===== src/rtl/core/sgcc_pkg.sv =====
// shared constants, types and state encoding for the grid clash checker
package sgcc_pkg;

    localparam int GRID_DIM      = 16;
    localparam int CELL_CAPACITY = 8;
    localparam int AXIS_W        = $clog2(GRID_DIM);
    localparam int KEY_W         = 3 * AXIS_W;
    localparam int NUM_CELLS     = GRID_DIM * GRID_DIM * GRID_DIM;
    localparam int SLOT_W        = $clog2(CELL_CAPACITY);
    localparam int ADDR_W        = KEY_W + SLOT_W;
    localparam int NUM_SLOTS     = NUM_CELLS * CELL_CAPACITY;
    localparam int CNT_W         = $clog2(CELL_CAPACITY + 1);
    localparam int CLASH_MARGIN  = 30;
    localparam int RESIDUE_GAP   = 2;
    localparam int HALF_EDGE     = GRID_DIM / 2;

    localparam int POS_W  = 18;
    localparam int RAD_W  = 9;
    localparam int RES_W  = 12;
    localparam int SEL_W  = 12;
    localparam int IDX_W  = 12;
    localparam int CSZ_W  = 16;
    localparam int NBR_W  = 2;
    localparam int QUO_W  = POS_W + 1;
    localparam int CRD_W  = QUO_W + 2;
    localparam int S_DATA_W = 96;
    localparam int M_DATA_W = 16;

    localparam logic [1:0] OP_ADD    = 2'd0;
    localparam logic [1:0] OP_REMOVE = 2'd1;
    localparam logic [1:0] OP_QUERY  = 2'd2;
    localparam logic [1:0] OP_CLEAR  = 2'd3;

    localparam logic CFG_NEIGHBOR  = 1'b0;
    localparam logic CFG_CELL_SIZE = 1'b1;

    typedef enum logic [3:0] {
        ST_RESET_CLR,
        ST_IDLE,
        ST_DIV_GO,
        ST_DIV_WAIT,
        ST_ADD_RD,
        ST_ADD_WR,
        ST_REM_RD,
        ST_REM_WR,
        ST_CLEAR,
        ST_Q_CELL,
        ST_Q_CNT,
        ST_Q_ATOM,
        ST_Q_DRAIN,
        ST_DONE
    } state_t;

    typedef struct packed {
        logic [POS_W-1:0] x;
        logic [POS_W-1:0] y;
        logic [POS_W-1:0] z;
        logic [RES_W-1:0] residue;
        logic [RAD_W-1:0] radius;
        logic             coarse;
    } slot_t;

    typedef struct packed {
        logic                    start;
        logic signed [POS_W-1:0] dividend;
        logic [CSZ_W-1:0]        divisor;
    } div_req_t;

    typedef struct packed {
        logic                    done;
        logic signed [QUO_W-1:0] quotient;
    } div_rsp_t;

endpackage


===== src/rtl/core/sgcc_div.sv =====
// iterative floor divider, one quotient bit per cycle
module sgcc_div (
    input  logic              aclk,
    input  logic              aresetn,
    input  sgcc_pkg::div_req_t req,
    output sgcc_pkg::div_rsp_t rsp
);
    localparam int STEP_W = $clog2(sgcc_pkg::POS_W + 1);

    logic                          busy_reg, busy_next;
    logic                          done_reg, done_next;
    logic [STEP_W-1:0]             step_reg, step_next;
    logic [sgcc_pkg::POS_W-1:0]    mag_reg, mag_next;
    logic [sgcc_pkg::POS_W-1:0]    quo_reg, quo_next;
    logic [sgcc_pkg::CSZ_W-1:0]    rem_reg, rem_next;
    logic [sgcc_pkg::CSZ_W-1:0]    dvs_reg, dvs_next;
    logic                          neg_reg, neg_next;
    logic [sgcc_pkg::CSZ_W:0]      shifted;
    logic                          fits;
    logic signed [sgcc_pkg::QUO_W-1:0] qpos;

    always_comb begin
        shifted   = {rem_reg, mag_reg[sgcc_pkg::POS_W-1]};
        fits      = shifted >= {1'b0, dvs_reg};
        busy_next = busy_reg;
        done_next = 1'b0;
        step_next = step_reg;
        mag_next  = mag_reg;
        quo_next  = quo_reg;
        rem_next  = rem_reg;
        dvs_next  = dvs_reg;
        neg_next  = neg_reg;
        if (req.start) begin
            busy_next = 1'b1;
            step_next = '0;
            neg_next  = req.dividend[sgcc_pkg::POS_W-1];
            mag_next  = req.dividend[sgcc_pkg::POS_W-1] ?
                        sgcc_pkg::POS_W'(-req.dividend) : sgcc_pkg::POS_W'(req.dividend);
            rem_next  = '0;
            quo_next  = '0;
            // zero size acts as one
            dvs_next  = (req.divisor == '0) ? sgcc_pkg::CSZ_W'(1) : req.divisor;
        end else if (busy_reg) begin
            mag_next = {mag_reg[sgcc_pkg::POS_W-2:0], 1'b0};
            quo_next = {quo_reg[sgcc_pkg::POS_W-2:0], fits};
            rem_next = fits ? sgcc_pkg::CSZ_W'(shifted - {1'b0, dvs_reg})
                            : shifted[sgcc_pkg::CSZ_W-1:0];
            step_next = step_reg + STEP_W'(1);
            if (step_reg == STEP_W'(sgcc_pkg::POS_W - 1)) begin
                busy_next = 1'b0;
                done_next = 1'b1;
            end
        end
    end

    always_ff @(posedge aclk) begin
        if (!aresetn) begin
            busy_reg <= 1'b0;
            done_reg <= 1'b0;
        end else begin
            busy_reg <= busy_next;
            done_reg <= done_next;
        end
        step_reg <= step_next;
        mag_reg  <= mag_next;
        quo_reg  <= quo_next;
        rem_reg  <= rem_next;
        dvs_reg  <= dvs_next;
        neg_reg  <= neg_next;
    end

    // floor rounding for negative dividends
    assign qpos = $signed({1'b0, quo_reg});
    assign rsp.done     = done_reg;
    assign rsp.quotient = neg_reg ? (-qpos - ((rem_reg != '0) ? sgcc_pkg::QUO_W'(1)
                                                              : sgcc_pkg::QUO_W'(0)))
                                  : qpos;

endmodule

===== config.mk =====
export PLATFORM = sky130hd
export DESIGN_NAME = sgcc_div
export DESIGN_NICKNAME = d
export VERILOG_FILES = /design/src/rtl/core/sgcc_pkg.sv /design/src/rtl/core/sgcc_div.sv
export SDC_FILE = /design/constraint.sdc
export NUM_CORES = 1
export LEC_CHECK = 0
export ABC_AREA = 1
export BUFFER_PORTS_ARGS = -buffer_cell sky130_fd_sc_hd__buf_2
export CAP_MARGIN = 30
export CORE_ASPECT_RATIO = 1.4
export CORE_UTILIZATION = 54
export CTS_CLUSTER_SIZE = 14
export DETAILED_ROUTE_END_ITERATION = 8
export PLACE_DENSITY = 0.77
export SLEW_MARGIN = 5
export SYNTH_ARGS = -nofsm -noshare
export SYNTH_HDL_FRONTEND = slang
export SYNTH_SLANG_ARGS = --single-unit

===== constraint.sdc =====
create_clock -name aclk -period 1.85 [get_ports aclk]
set_input_delay 0.0925 -clock aclk [delete_from_list [all_inputs] [get_ports aclk]]
set_output_delay 0.0925 -clock aclk [all_outputs]
set_load 0.01 [all_outputs]

# ---- Word-level counts from Yosys, hierarchy flattened
# Index checks and enable logic that the tools add are counted.
dict set report word_totals {
  regBits 76
  out_inout_bits 20
  elab_cells 31
}
dict set report op_classes {
  n_addsub 5
  magnitude_cmp 1
  eq_ne 1
  n_mux 10
  bitwise_logic 2
  reduce_logical 4
}
# op count
set op_table {}
lappend op_table {{2-to-1 mux 18 bit} 3}
lappend op_table {{2-to-1 mux 19 bit} 1}
lappend op_table {{negation 18 -> 19 bit} 1}
lappend op_table {{subtractor 19 x 2 -> 19 bit} 1}
lappend op_table {{negation 18 bit} 1}
lappend op_table {{greater-or-equal comparator 17 x 16 -> 1 bit} 1}
lappend op_table {{logical NOT 16 bit} 1}
lappend op_table {{2-to-1 mux 16 bit} 1}
lappend op_table {{nonzero test 16 bit} 1}
lappend op_table {{subtractor 16 bit} 1}
lappend op_table {{adder 5 x 1 -> 5 bit, second input constant} 1}
lappend op_table {{equality test 5 bit, second input constant} 1}
lappend op_table {{2-to-1 mux 1 bit} 5}
lappend op_table {{OR reduction 3 bit} 1}
lappend op_table {{NOT 1 bit} 2}
lappend op_table {{nonzero test 2 bit} 1}

# ---- Longest topological paths before layout
# Gate-level depths: netlist (run 1).
dict set report logic_depth {
  word_depth 4
  ltp_mapped 17
  ltp_nobuf 17
}

# ---- Worst setup path after synthesis (run 1)
# Ideal clock, no wire load.
dict set report synth_timing {
  path_type {register -> output}
  start {register rem_reg[3] (netlist name)}
  end {output port rsp[15] (netlist name)}
  t_arrival_ns 2.040
  t_required_ns 1.757
  path_slack_ns -0.283
  path_stages_with_launch 18
  cell_sequence {dfxtp_1 nor4_1 nand3_1 nor2_1 ha_1 ha_1 inv_1 ha_1 inv_1 nand3_1 nand2_1 nand2_1 nand2_1 nand3_1 nand2_1 nand2_1 nand3_1 o21ai_0}
}
# element line
set synth_rtl {}
lappend synth_rtl {{start: declaration} sgcc_div.sv:15} ;# logic [sgcc_pkg::CSZ_W-1:0] rem_reg, rem_next;
lappend synth_rtl {{start signal: assignment} sgcc_div.sv:67} ;# rem_reg <= rem_next;
lappend synth_rtl {{end: declaration} sgcc_div.sv:6} ;# output sgcc_pkg::div_rsp_t rsp

==> flow_metrics.tcl, run 1 <==
set metrics [dict create \
    status "finished, violations left" \
    violations "design-rule violations, negative setup slack" \
    place.gp.congestion 0.928 \
    synth_warnings 0 \
    synth.net_count 902 \
    dp_cells 1080 \
    min_delay_worst_endpoint "done_reg" \
    cts_htree_levels 3 \
    mappedNetlistArea_mm2 0.00558 \
    grt_max_degree 25 \
    ir_worst_vdd_mv 0.503 \
    via_per_inst 5.91 \
    crit_chain "nor4_4 > nand3_1 > nor2_1 > ha_2 > ha_4 > inv_4 > ha_4 > inv_4 > nand3_2 > nand2_2 > nand4_1 > nand2_2 > nand2_2 > nand2_1 > nand2_1 > nand3_2 > nand2_2 > buf_6" \
    dp_hpwl_um 11600 \
    timing.critical_path.slowest_stage_cell "sky130_fd_sc_hd__nor4_4" \
    clock_latency_ns 0.34 \
    final_net_count 1074 \
    ys_seq_area_share_pct 33.6 \
    critical_path.reg2reg.endpoint "rem_reg[8]" \
    cts_buffers 9 \
    postSynthRegisterBits 76 \
    hp-start "aresetn" \
    path_class "flip-flop to output pin" \
    timing_worst_slew_pin_value_ns 0.652 \
    chipHeight_um 122 \
    critical_path_peak_fanout 4 \
    layout-drive-gt1-share_pct 33.9 \
    number_of_antenna_violations_at_the_first_check_in_global_routing 0 \
    syn-instance-count 825 \
    final-max-slew-violation-count 0 \
    route.antenna.remaining_nets 0 \
    synthDistinctLibCells 39 \
    kind_of_end_point_of_the_critical_path "output pin" \
    worst_setup_hold_path_clk_slew_ns 0.07 \
    min_cycle_time_layout_ns 2.93 \
    min_delay_path_depth 3 \
    leading_cell_types_in_the_layout_fill_and_taps_excluded "212 x sky130_fd_sc_hd__nand2_1, 108 x sky130_fd_sc_hd__inv_1, 104 x sky130_fd_sc_hd__buf_4" \
    drt-initial-drc-count 581 \
    drc_errors 11 \
    layout_worst_path_cycle_share_pct 158 \
    cts_tree "done" \
    globalRouteTotalUtil_pct 35.2 \
    rsz0062_at_grt "true" \
    worst_path_largest_cell_delay_ns 0.44 \
    timing.reg2reg.worst_path_depth 14 \
    total_power_w 0.00466 \
    finalHoldWorstSlack_ns 0.0167 \
    port-buffer-count 56 \
    critPathArrivalTime_ns 2.83 \
    diodes 0 \
    wl_per_cell_um 19.0 \
    maxCapViolations 0 \
    worst_slew_margin_pct 56.5 \
    reg2reg_setup_slack_ns -0.28 \
    powerDensity_mw_per_mm2 574 \
    core_area_mm2 0.00995 \
    maximum_root_to_sink_buffer_count 2 \
    flow.area_growth_from_synthesis_pct 45.4 \
    cpMostUsedCell "sky130_fd_sc_hd__nand2_2" \
    finalSetupViolCount 36 \
    routed_wire_length_um 21600 \
    die_width_um 87.9 \
    clock_root_buffer_master "sky130_fd_sc_hd__clkbuf_16" \
    first_global_vias 6430 \
    initial_core_util_pct 56.0 \
    min_path_type "primary input to flip-flop" \
    dr.pass1.iters 9 \
    fin_ws_ns -1.08 \
    cts_sinks 76 \
    via_count 6718 \
    fill_cells 606 \
    leakagePower_nw 4.11 \
    finish.utilization_pct 81.5 \
    most_common_cell_after_layout_fill_and_taps_aside "sky130_fd_sc_hd__nand2_1" \
    io-pin-count 57 \
    grt.overflow.total 0 \
    grt_first_pass_wirelength_um 28900 \
    critPathRequiredTime_ns 1.76 \
    hold_viol_final 0 \
    floorplan.rows 43 \
    syn-mean-instance-area_um2 6.76 \
    finalNonFillerCells 1137 \
    worst_r2r_startpoint "mag_reg[17]" \
    max_freq_mhz 342 \
    crit_start_category "flip-flop" \
    design.die.area_mm2 0.0107 \
    fin_skew_ns 0.0111 \
    setup_total_negative_slack_ns -19.28 \
]
## synth_stat cells
library cell	number	area, um^2
sky130_fd_sc_hd__a21o_1	3	22.5
sky130_fd_sc_hd__a21oi_1	26	130
sky130_fd_sc_hd__a21oi_2	1	8.76
sky130_fd_sc_hd__a31oi_1	3	18.8
sky130_fd_sc_hd__a41o_1	1	10.0
sky130_fd_sc_hd__and2_1	2	12.5
sky130_fd_sc_hd__buf_1	3	11.3
sky130_fd_sc_hd__buf_2	3	15.0
sky130_fd_sc_hd__buf_4	3	22.5
sky130_fd_sc_hd__buf_8	1	15.0
sky130_fd_sc_hd__clkbuf_1	23	86.3
sky130_fd_sc_hd__dfxtp_1	41	821
sky130_fd_sc_hd__edfxtp_1	35	1050
sky130_fd_sc_hd__fa_1	1	20.0
sky130_fd_sc_hd__ha_1	39	488
sky130_fd_sc_hd__inv_1	120	450
sky130_fd_sc_hd__inv_2	1	3.75
sky130_fd_sc_hd__nand2_1	251	942
sky130_fd_sc_hd__nand2_2	5	31.3
sky130_fd_sc_hd__nand2_4	1	11.3
sky130_fd_sc_hd__nand3_1	78	390
sky130_fd_sc_hd__nand3b_1	8	60.1
sky130_fd_sc_hd__nand4_1	13	81.3
sky130_fd_sc_hd__nor2_1	59	221
sky130_fd_sc_hd__nor2_2	2	12.5
sky130_fd_sc_hd__nor2_4	3	33.8
sky130_fd_sc_hd__nor3_1	8	40.0
sky130_fd_sc_hd__nor4_1	8	50.1
sky130_fd_sc_hd__o211ai_1	2	15.0
sky130_fd_sc_hd__o21ai_0	34	170
sky130_fd_sc_hd__o21ai_1	4	20.0
sky130_fd_sc_hd__o21ai_2	1	8.76
sky130_fd_sc_hd__o21bai_1	1	7.51
sky130_fd_sc_hd__o22ai_1	22	138
sky130_fd_sc_hd__o31ai_1	2	15.0
sky130_fd_sc_hd__or2_0	1	6.26
sky130_fd_sc_hd__or2_2	2	12.5
sky130_fd_sc_hd__xnor2_1	2	17.5
sky130_fd_sc_hd__xor2_1	12	105
## stage by stage
stage	worst slack [ns]	area, um^2
after detailed placement	-0.615	6670
after global routing	-1.23	8110
after global placement	-0.549	6670
after floorplan	-0.206	5640
final	-1.08	8110
after CTS	-0.848	7780
## layout make-up
class,instances,area [um^2],share of cell area [%]
clock buffer,10,229,2.82
timing repair buffer,192,1430,17.6
sequential,76,1880,23.2
tap,135,169,2.08
inverter,121,462,5.69
clock inverter,6,62.6,0.771
multi-input combinational,597,3880,47.8
## critical path: cells and delay by family, from the launching register on
| kind | cells | cell delay (ns) |
|---|---|---|
| buffers and inverters | 3 | 0.20 |
| flip-flops | 1 | 0.34 |
| AND/OR/NAND/NOR | 12 | 1.45 |
| adder cells (fa/ha/maj) | 3 | 0.51 |
## layer usage
| metal | part of all wire [%] | GRT usage (%) | up-vias |
|---|---|---|---|
| li1 | - | - | 3042 |
| met1 | 33 | 35.4 | 3084 |
| met2 | 47 | 62.5 | 394 |
| met3 | 11 | 8.47 | 198 |
| met4 | 9.1 | 24.9 | 0 |
| met5 | 0 | 0 | - |
## logic make-up (layout without fill, tap and decap cells)
family	after synthesis	in the layout	share of synthesized area, %
and+or+nand+nor	441	443	34.2
AOI/OAI and AO/OA	100	100	10.1
DFF	76	76	33.6
buffers and inverters	154	329	10.8
adders and majority gates	40	40	9.11
xor gates and xnor gates	14	14	2.20
## power by group
group          internal, W  total (W)  switching (W)  leakage, nW
clock              0.00105    0.00177       0.000723        0.143
combinational     0.000419   0.000994       0.000575         3.28
sequential         0.00186    0.00189      0.0000383        0.686
total              0.00332    0.00466        0.00134         4.11
## worst max-delay path by stage
| stage | startpoint | end | slack, ns | depth (start not counted) |
|---|---|---|---|---|
| 6_report | rem_reg[11] | rsp[17] | -1.08 | 18 |
| 5_1_grt | rem_reg[11] | rsp[17] | -1.23 | 18 |
| 4_1_cts | rem_reg[11] | rsp[17] | -0.85 | 18 |
| 3_5_place_dp | rem_reg[14] | rsp[17] | -0.61 | 18 |
| 3_3_place_gp | rem_reg[14] | rsp[13] | -0.55 | 18 |
| 2_1_floorplan | rem_reg[14] | rsp[13] | -0.21 | 17 |
## repair_timing
action / CTS / global route
gates resized for setup: 105 / 75
endpoints found under the setup margin: 36 / 36
hold endpoints to repair: 15 / 0
setup buffers: 13 / 9
hold buffers: 15 / 0
cloned: 4 / 0
pin swaps: 52 / 44
No activity file was read; power rests on OpenSTA's default activity.
==> inputs of run 2 (changes only) <==
--- a/config.mk
+++ b/config.mk
@@ -5,7 +5,6 @@
 export SDC_FILE = /design/constraint.sdc
 export NUM_CORES = 1
 export LEC_CHECK = 0
-export ABC_AREA = 1
 export BUFFER_PORTS_ARGS = -buffer_cell sky130_fd_sc_hd__buf_2
 export CAP_MARGIN = 30
 export CORE_ASPECT_RATIO = 1.4
==> constraint.sdc (replaced) <==
create_clock -name aclk -period 1.85 [get_ports aclk]
set_input_delay 0.37 -clock aclk [delete_from_list [all_inputs] [get_ports aclk]]
set_output_delay 0.37 -clock aclk [all_outputs]
set_load 0.01 [all_outputs]
==> flow_metrics.tcl, run 2 <==
set metrics [dict create \
    status "finished, violations left" \
    violations "negative setup slack" \
    wl_per_cell_um 18.0 \
    cts_htree_levels 3 \
    first_global_vias 5607 \
    powerDensity_mw_per_mm2 691 \
    critPathArrivalTime_ns 3.39 \
    cts_tree "done" \
    synth_warnings 0 \
    finalSetupViolCount 36 \
    critical_path_peak_fanout 3 \
    final_net_count 876 \
    synthDistinctLibCells 69 \
    leading_cell_types_in_the_layout_fill_and_taps_excluded "161 x sky130_fd_sc_hd__buf_4, 71 x sky130_fd_sc_hd__nor2_1, 56 x sky130_fd_sc_hd__buf_2" \
    fin_skew_ns 0.00739 \
    floorplan.rows 42 \
    largest_cells_by_area_after_synthesis "sky130_fd_sc_hd__edfxtp_1 20%, sky130_fd_sc_hd__dfxtp_1 16%, sky130_fd_sc_hd__ha_1 9.3%" \
    dr.pass1.iters 5 \
    clock_latency_ns 0.34 \
    min_path_type "primary input to flip-flop" \
    critPathRequiredTime_ns 1.48 \
    seq_power_share_pct 36.3 \
    cpMostUsedCell "sky130_fd_sc_hd__ha_4" \
    footprint_of_the_flip_flops_and_latches_mm2 0.00189 \
    drc_errors 0 \
    maximum_root_to_sink_buffer_count 2 \
    syn-mean-instance-area_um2 8.79 \
    detailed_place.area_mm2 0.00675 \
    yosys-top-cells-count "73 x sky130_fd_sc_hd__nor2_1, 47 x sky130_fd_sc_hd__inv_1, 41 x sky130_fd_sc_hd__dfxtp_1, 41 x sky130_fd_sc_hd__nand2_1, 39 x sky130_fd_sc_hd__ha_1" \
    fin_ws_ns -1.91 \
    port-buffer-count 56 \
    globalRouteTotalUtil_pct 31.9 \
    total_power_w 0.00529 \
    cts_buffers 9 \
    crit_chain "nor4_2 > and4_4 > ha_4 > ha_4 > inv_2 > ha_4 > or2_4 > a21oi_4 > o41a_1 > o31a_1 > buf_4 > o21ai_2 > mux2i_1 > a2111o_1 > buf_2" \
    via_count 5386 \
    via_per_inst 5.89 \
    hold_viol_final 0 \
    synth-main-ff-cell "sky130_fd_sc_hd__dfxtp_1" \
    finalHoldWorstSlack_ns 0.221 \
    path_class "flip-flop to output pin" \
    asyncSetResetFlopFracSynth_pct 0 \
    number_of_antenna_violations_at_the_first_check_in_global_routing 0 \
    multiInputGateArea_mm2 0.00347 \
    worst_setup_hold_path_clk_slew_ns 0.06 \
    grt_first_pass_wirelength_um 25200 \
    io-pin-count 57 \
    place.gp.congestion 0.875 \
    worst_slew_margin_pct 52.0 \
    timing.critical_path.slowest_stage_cell "sky130_fd_sc_hd__nor4_2" \
    dp_cells 877 \
    grt_max_degree 30 \
    synth_enable_flop_cells 35 \
    crit_start_category "flip-flop" \
    timing.reg2reg.worst_path_depth 11 \
    initial_core_util_pct 55.3 \
    netSwitchingFraction_pct 28.7 \
    route.antenna.remaining_nets 0 \
    rsz0062_at_grt "true" \
    finalNonFillerCells 914 \
    cts_sinks 76 \
    internal_dissipation_w 0.00377 \
    core_area_mm2 0.00946 \
    ir_worst_vdd_mv 1.12 \
    synth_most_common_cell "sky130_fd_sc_hd__nor2_1" \
    worst_path_largest_cell_delay_ns 0.39 \
    syn-instance-count 595 \
    grt.overflow.total 0 \
    fin_area_mm2 0.00765 \
    layout_worst_path_cycle_share_pct 203 \
    mappedNetlistArea_mm2 0.00523 \
    flow.area_growth_from_synthesis_pct 46.3 \
    dp_hpwl_um 10500 \
    maxCapViolations 0 \
    postSynthRegisterBits 76 \
    max_freq_mhz 266 \
    design.die.area_mm2 0.0101 \
    ys_seq_area_share_pct 35.8 \
    min_cycle_time_layout_ns 3.76 \
    diodes 0 \
    netlist.top_cell.by_area "sky130_fd_sc_hd__edfxtp_1" \
    finish.utilization_pct 80.9 \
    cts-hold-fix-buffers 0 \
    most_common_cell_after_layout_fill_and_taps_aside "sky130_fd_sc_hd__buf_4" \
    fill_cells 544 \
    kind_of_end_point_of_the_critical_path "output pin" \
    chipHeight_um 118 \
    pwr-share-comb_pct 29.3 \
    layout-drive-gt1-share_pct 41.9 \
    timing_worst_slew_pin_value_ns 0.719 \
    synth.net_count 672 \
    leakagePower_nw 3.55 \
    final-max-slew-violation-count 0 \
    drt-initial-drc-count 274 \
    routed_wire_length_um 16400 \
    clock_root_buffer_master "sky130_fd_sc_hd__clkbuf_16" \
    min_delay_path_depth 1 \
    post-synth-top-area-fraction_pct 20.1 \
    die_width_um 85.2 \
    clkPwrFrac_pct 34.4 \
    netSwitchingPower_w 0.00152 \
]
==> run 2: routing by layer <==
layer	global-route usage, %	share of wire [%]	routed length [um]
met2	59.7	54	8940
met1	30.8	36	5920
met4	22.1	5.4	891
met3	5.80	4.0	664
met5	0	0	0
==> run 2: worst max-delay path: cells and delay by family, from the launching register on <==
kind	cells	cell delay, ns
buf+inv	3	0.34
mux	1	0.12
flops	1	0.34
fa+ha+maj	3	0.41
compound gates	5	0.89
simple gates	3	0.93
==> run 2: cell type report <==
type	count	share of cell area (%)
clock buffers	11	3.32
inverters	48	2.35
flip-flops and latches	76	24.7
well taps	110	1.80
repair buffers	231	21.8
clock inverters	5	0.768
multi-input cells	433	45.3
==> run 2: logic make-up (layout without fill, tap and decap cells) <==
group	after synthesis	after routing	share of synthesized area, %
mux	35	35	6.74
fa+ha+maj	40	40	9.71
xor+xnor	41	41	6.86
buf+inv	86	295	6.79
simple gates	180	180	16.5
compound gates	137	137	17.6
flops	76	76	35.8
==> run 2: what timing repair did <==
action / in CTS / in global routing
buffers inserted: 17 / 11
cloned: 1 / 0
setup endpoints to repair: 36 / 36
resized for setup: 71 / 24
pin swaps: 36 / 29
==> run 2: metrics by stage <==
step           setup TNS [ns]  setup slack [ns]
2_1_floorplan          -19.08            -0.955
3_3_place_gp           -26.49             -1.35
3_5_place_dp           -27.22             -1.36
4_1_cts                -32.72             -1.68
5_1_grt                -40.71             -2.01
6_report               -38.10             -1.91
==> run 2: power groups by stage <==
stage                     logic, W  registers [W]  clock network, W
after global placement     0.00116        0.00194                 0
after floorplan           0.000734        0.00194                 0
after global routing       0.00165        0.00192           0.00189
final                      0.00155        0.00192           0.00182
after CTS                  0.00141        0.00191           0.00183
after detailed placement   0.00121        0.00194                 0
==> run 2: final timing paths <==
kind,to,startpoint,slack (ns)
setup reg to reg,rem_reg[5],rem_reg[7],-0.83
setup / recovery,rsp[17],rem_reg[7],-1.91
hold / removal,dvs_reg[4],req[4],0.22
hold reg to reg,quo_reg[1],quo_reg[0],0.52
==> inputs of run 3 (changes only) <==
--- a/config.mk
+++ b/config.mk
@@ -8,10 +8,10 @@
 export BUFFER_PORTS_ARGS = -buffer_cell sky130_fd_sc_hd__buf_2
 export CAP_MARGIN = 30
 export CORE_ASPECT_RATIO = 1.4
-export CORE_UTILIZATION = 54
+export CORE_UTILIZATION = 45
 export CTS_CLUSTER_SIZE = 14
 export DETAILED_ROUTE_END_ITERATION = 8
-export PLACE_DENSITY = 0.77
+export PLACE_DENSITY = 0.66
 export SLEW_MARGIN = 5
 export SYNTH_ARGS = -nofsm -noshare
 export SYNTH_HDL_FRONTEND = slang
==> flow_metrics.tcl, run 3 (synthesized netlist as in run 2, its figures left out) <==
set metrics [dict create \
    flow.area_growth_from_synthesis_pct 46.9 \
    number_of_antenna_violations_at_the_first_check_in_global_routing 0 \
    min_path_type "primary input to flip-flop" \
    crit_start_category "flip-flop" \
    finalHoldWorstSlack_ns 0.217 \
    wl_met1_um 5630 \
    max_freq_mhz 283 \
    via_per_inst 5.27 \
    setup_total_negative_slack_ns -32.15 \
    die_width_um 93.1 \
    cpMostUsedCell "sky130_fd_sc_hd__ha_4" \
    routed_wire_length_um 14000 \
    multiInputGateArea_mm2 0.00346 \
    timing.critical_path.slowest_stage_cell "sky130_fd_sc_hd__dfxtp_2" \
    port-buffer-count 56 \
    grt_first_pass_wirelength_um 22100 \
    finalSetupViolCount 36 \
    core_area_mm2 0.0113 \
    dr.max_layer_used "met4" \
    kind_of_end_point_of_the_critical_path "output pin" \
    grt_max_degree 19 \
    floorplan.rows 46 \
    leakagePower_nw 3.54 \
    grt.overflow.total 0 \
    min_delay_path_depth 1 \
    footprint_of_the_flip_flops_and_latches_mm2 0.00189 \
    layout-drive-gt1-share_pct 41.6 \
    status "finished, violations left" \
    place.gp.congestion 0.852 \
    critPathArrivalTime_ns 3.16 \
    clock_latency_ns 0.34 \
    cts_htree_levels 3 \
    violations "negative setup slack" \
    leading_cell_types_in_the_layout_fill_and_taps_excluded "169 x sky130_fd_sc_hd__buf_4, 71 x sky130_fd_sc_hd__nor2_1, 56 x sky130_fd_sc_hd__buf_2" \
    fin_skew_ns 0.00852 \
    path_class "flip-flop to output pin" \
    fill_cells 861 \
    reg2reg_setup_slack_ns -0.65 \
    cts-hold-fix-buffers 0 \
    timing.reg2reg.worst_path_depth 10 \
    route.met3.wl_um 306 \
    dr.pass1.iters 4 \
    worst_slew_margin_pct 63.3 \
    worst_setup_hold_path_clk_slew_ns 0.06 \
    via_count 5021 \
    maximum_root_to_sink_buffer_count 2 \
    worst_path_largest_cell_delay_ns 0.34 \
    critPathRequiredTime_ns 1.48 \
    drt-initial-drc-count 152 \
    chipHeight_um 130 \
    initial_core_util_pct 46.1 \
    fin_ws_ns -1.68 \
    ir_worst_vdd_mv 0.548 \
    globalRouteTotalUtil_pct 23.4 \
    io-pin-count 57 \
    critical_path_peak_fanout 3 \
    diodes 0 \
    final_net_count 880 \
    cell_family_contributing_the_most_delay_on_the_critical_path "compound AO/OA/AOI/OAI gates" \
    min_cycle_time_layout_ns 3.53 \
    dp_hpwl_um 10300 \
    powerDensity_mw_per_mm2 669 \
    crit_chain "nor4_4 > and4_4 > ha_4 > ha_4 > inv_2 > ha_4 > or2_4 > a21oi_4 > o41a_1 > o31a_1 > o21ai_1 > mux2i_1 > a2111o_1 > buf_2" \
    timing_worst_slew_pin_value_ns 0.549 \
    drc_errors 0 \
    design.die.area_mm2 0.0121 \
    met2_wirelength_um 7580 \
    clock_root_buffer_master "sky130_fd_sc_hd__clkbuf_16" \
    cts_sinks 76 \
    layout_worst_path_cycle_share_pct 191 \
    rsz0062_at_grt "true" \
    cts_tree "done" \
    first_global_vias 5070 \
    cts_buffers 9 \
    cp_num_cells 14 \
    path_buf_inv 2 \
    hold_viol_final 0 \
    final-max-slew-violation-count 0 \
    wl_per_cell_um 14.7 \
    route.antenna.remaining_nets 0 \
    maxCapViolations 0 \
    most_common_cell_after_layout_fill_and_taps_aside "sky130_fd_sc_hd__buf_4" \
]
[run 3: changes by cell type in the layout (fill, tap and decap cells not counted), moves of 2 or more]
cell / previous run / this run
sky130_fd_sc_hd__mux2i_1: 31 / 29
sky130_fd_sc_hd__a21oi_2: 4 / 6
sky130_fd_sc_hd__nor2b_2: 2 / 0
sky130_fd_sc_hd__a211oi_2: 5 / 3
sky130_fd_sc_hd__o21ai_1: 13 / 17
sky130_fd_sc_hd__clkinv_2: 0 / 2
sky130_fd_sc_hd__buf_4: 161 / 169
sky130_fd_sc_hd__buf_6: 12 / 8
sky130_fd_sc_hd__mux2i_2: 1 / 3
sky130_fd_sc_hd__a211oi_1: 4 / 6
sky130_fd_sc_hd__o21ai_2: 10 / 6
[run 3: final timing paths]
check | start | endpoint
worst max-delay path | rem_reg[10] | rsp[17]
worst min-delay path | req[12] | dvs_reg[12]
worst max register to register | rem_reg[8] | rem_reg[9]
worst min register to register | step_reg[1] | step_reg[1]
[run 3: layout make-up]
class / instances / area share [%]
clock inverters: 6 / 0.847
inverters: 48 / 2.34
repair buffers: 235 / 21.9
multi-input cells: 433 / 45.0
well taps: 144 / 2.34
clock buffers: 10 / 2.98
flip-flops and latches: 76 / 24.6
[run 3: what timing repair did]
item	in CTS	in global routing
buffers inserted	10	7
pin swaps	29	17
cloned	1	0
gates resized for setup	62	21
setup endpoints to repair	36	36
[run 3: layer usage]
metal  vias up  track usage [%]
li1       2527                -
met4         0             13.4
met3        36             3.40
met1      2351             23.6
met2       107             45.0
met5         -                0
[run 3: power breakdown]
part           internal, W  switching (W)
combinational     0.000785       0.000718
clock              0.00104       0.000686
sequential         0.00187      0.0000374
[run 3: stage by stage]
stage          utilization [%]  std cells  area [um^2]  power (W)  setup WS (ns)
5_1_grt                   67.8        952         7680    0.00537          -1.80
3_3_place_gp              60.4        919         6850    0.00312          -1.32
3_5_place_dp              60.4        919         6850    0.00317          -1.33
6_report                  67.8        952         7680    0.00514          -1.68
4_1_cts                   66.6        946         7550    0.00507          -1.64
2_1_floorplan                -        595         5330    0.00267         -0.955
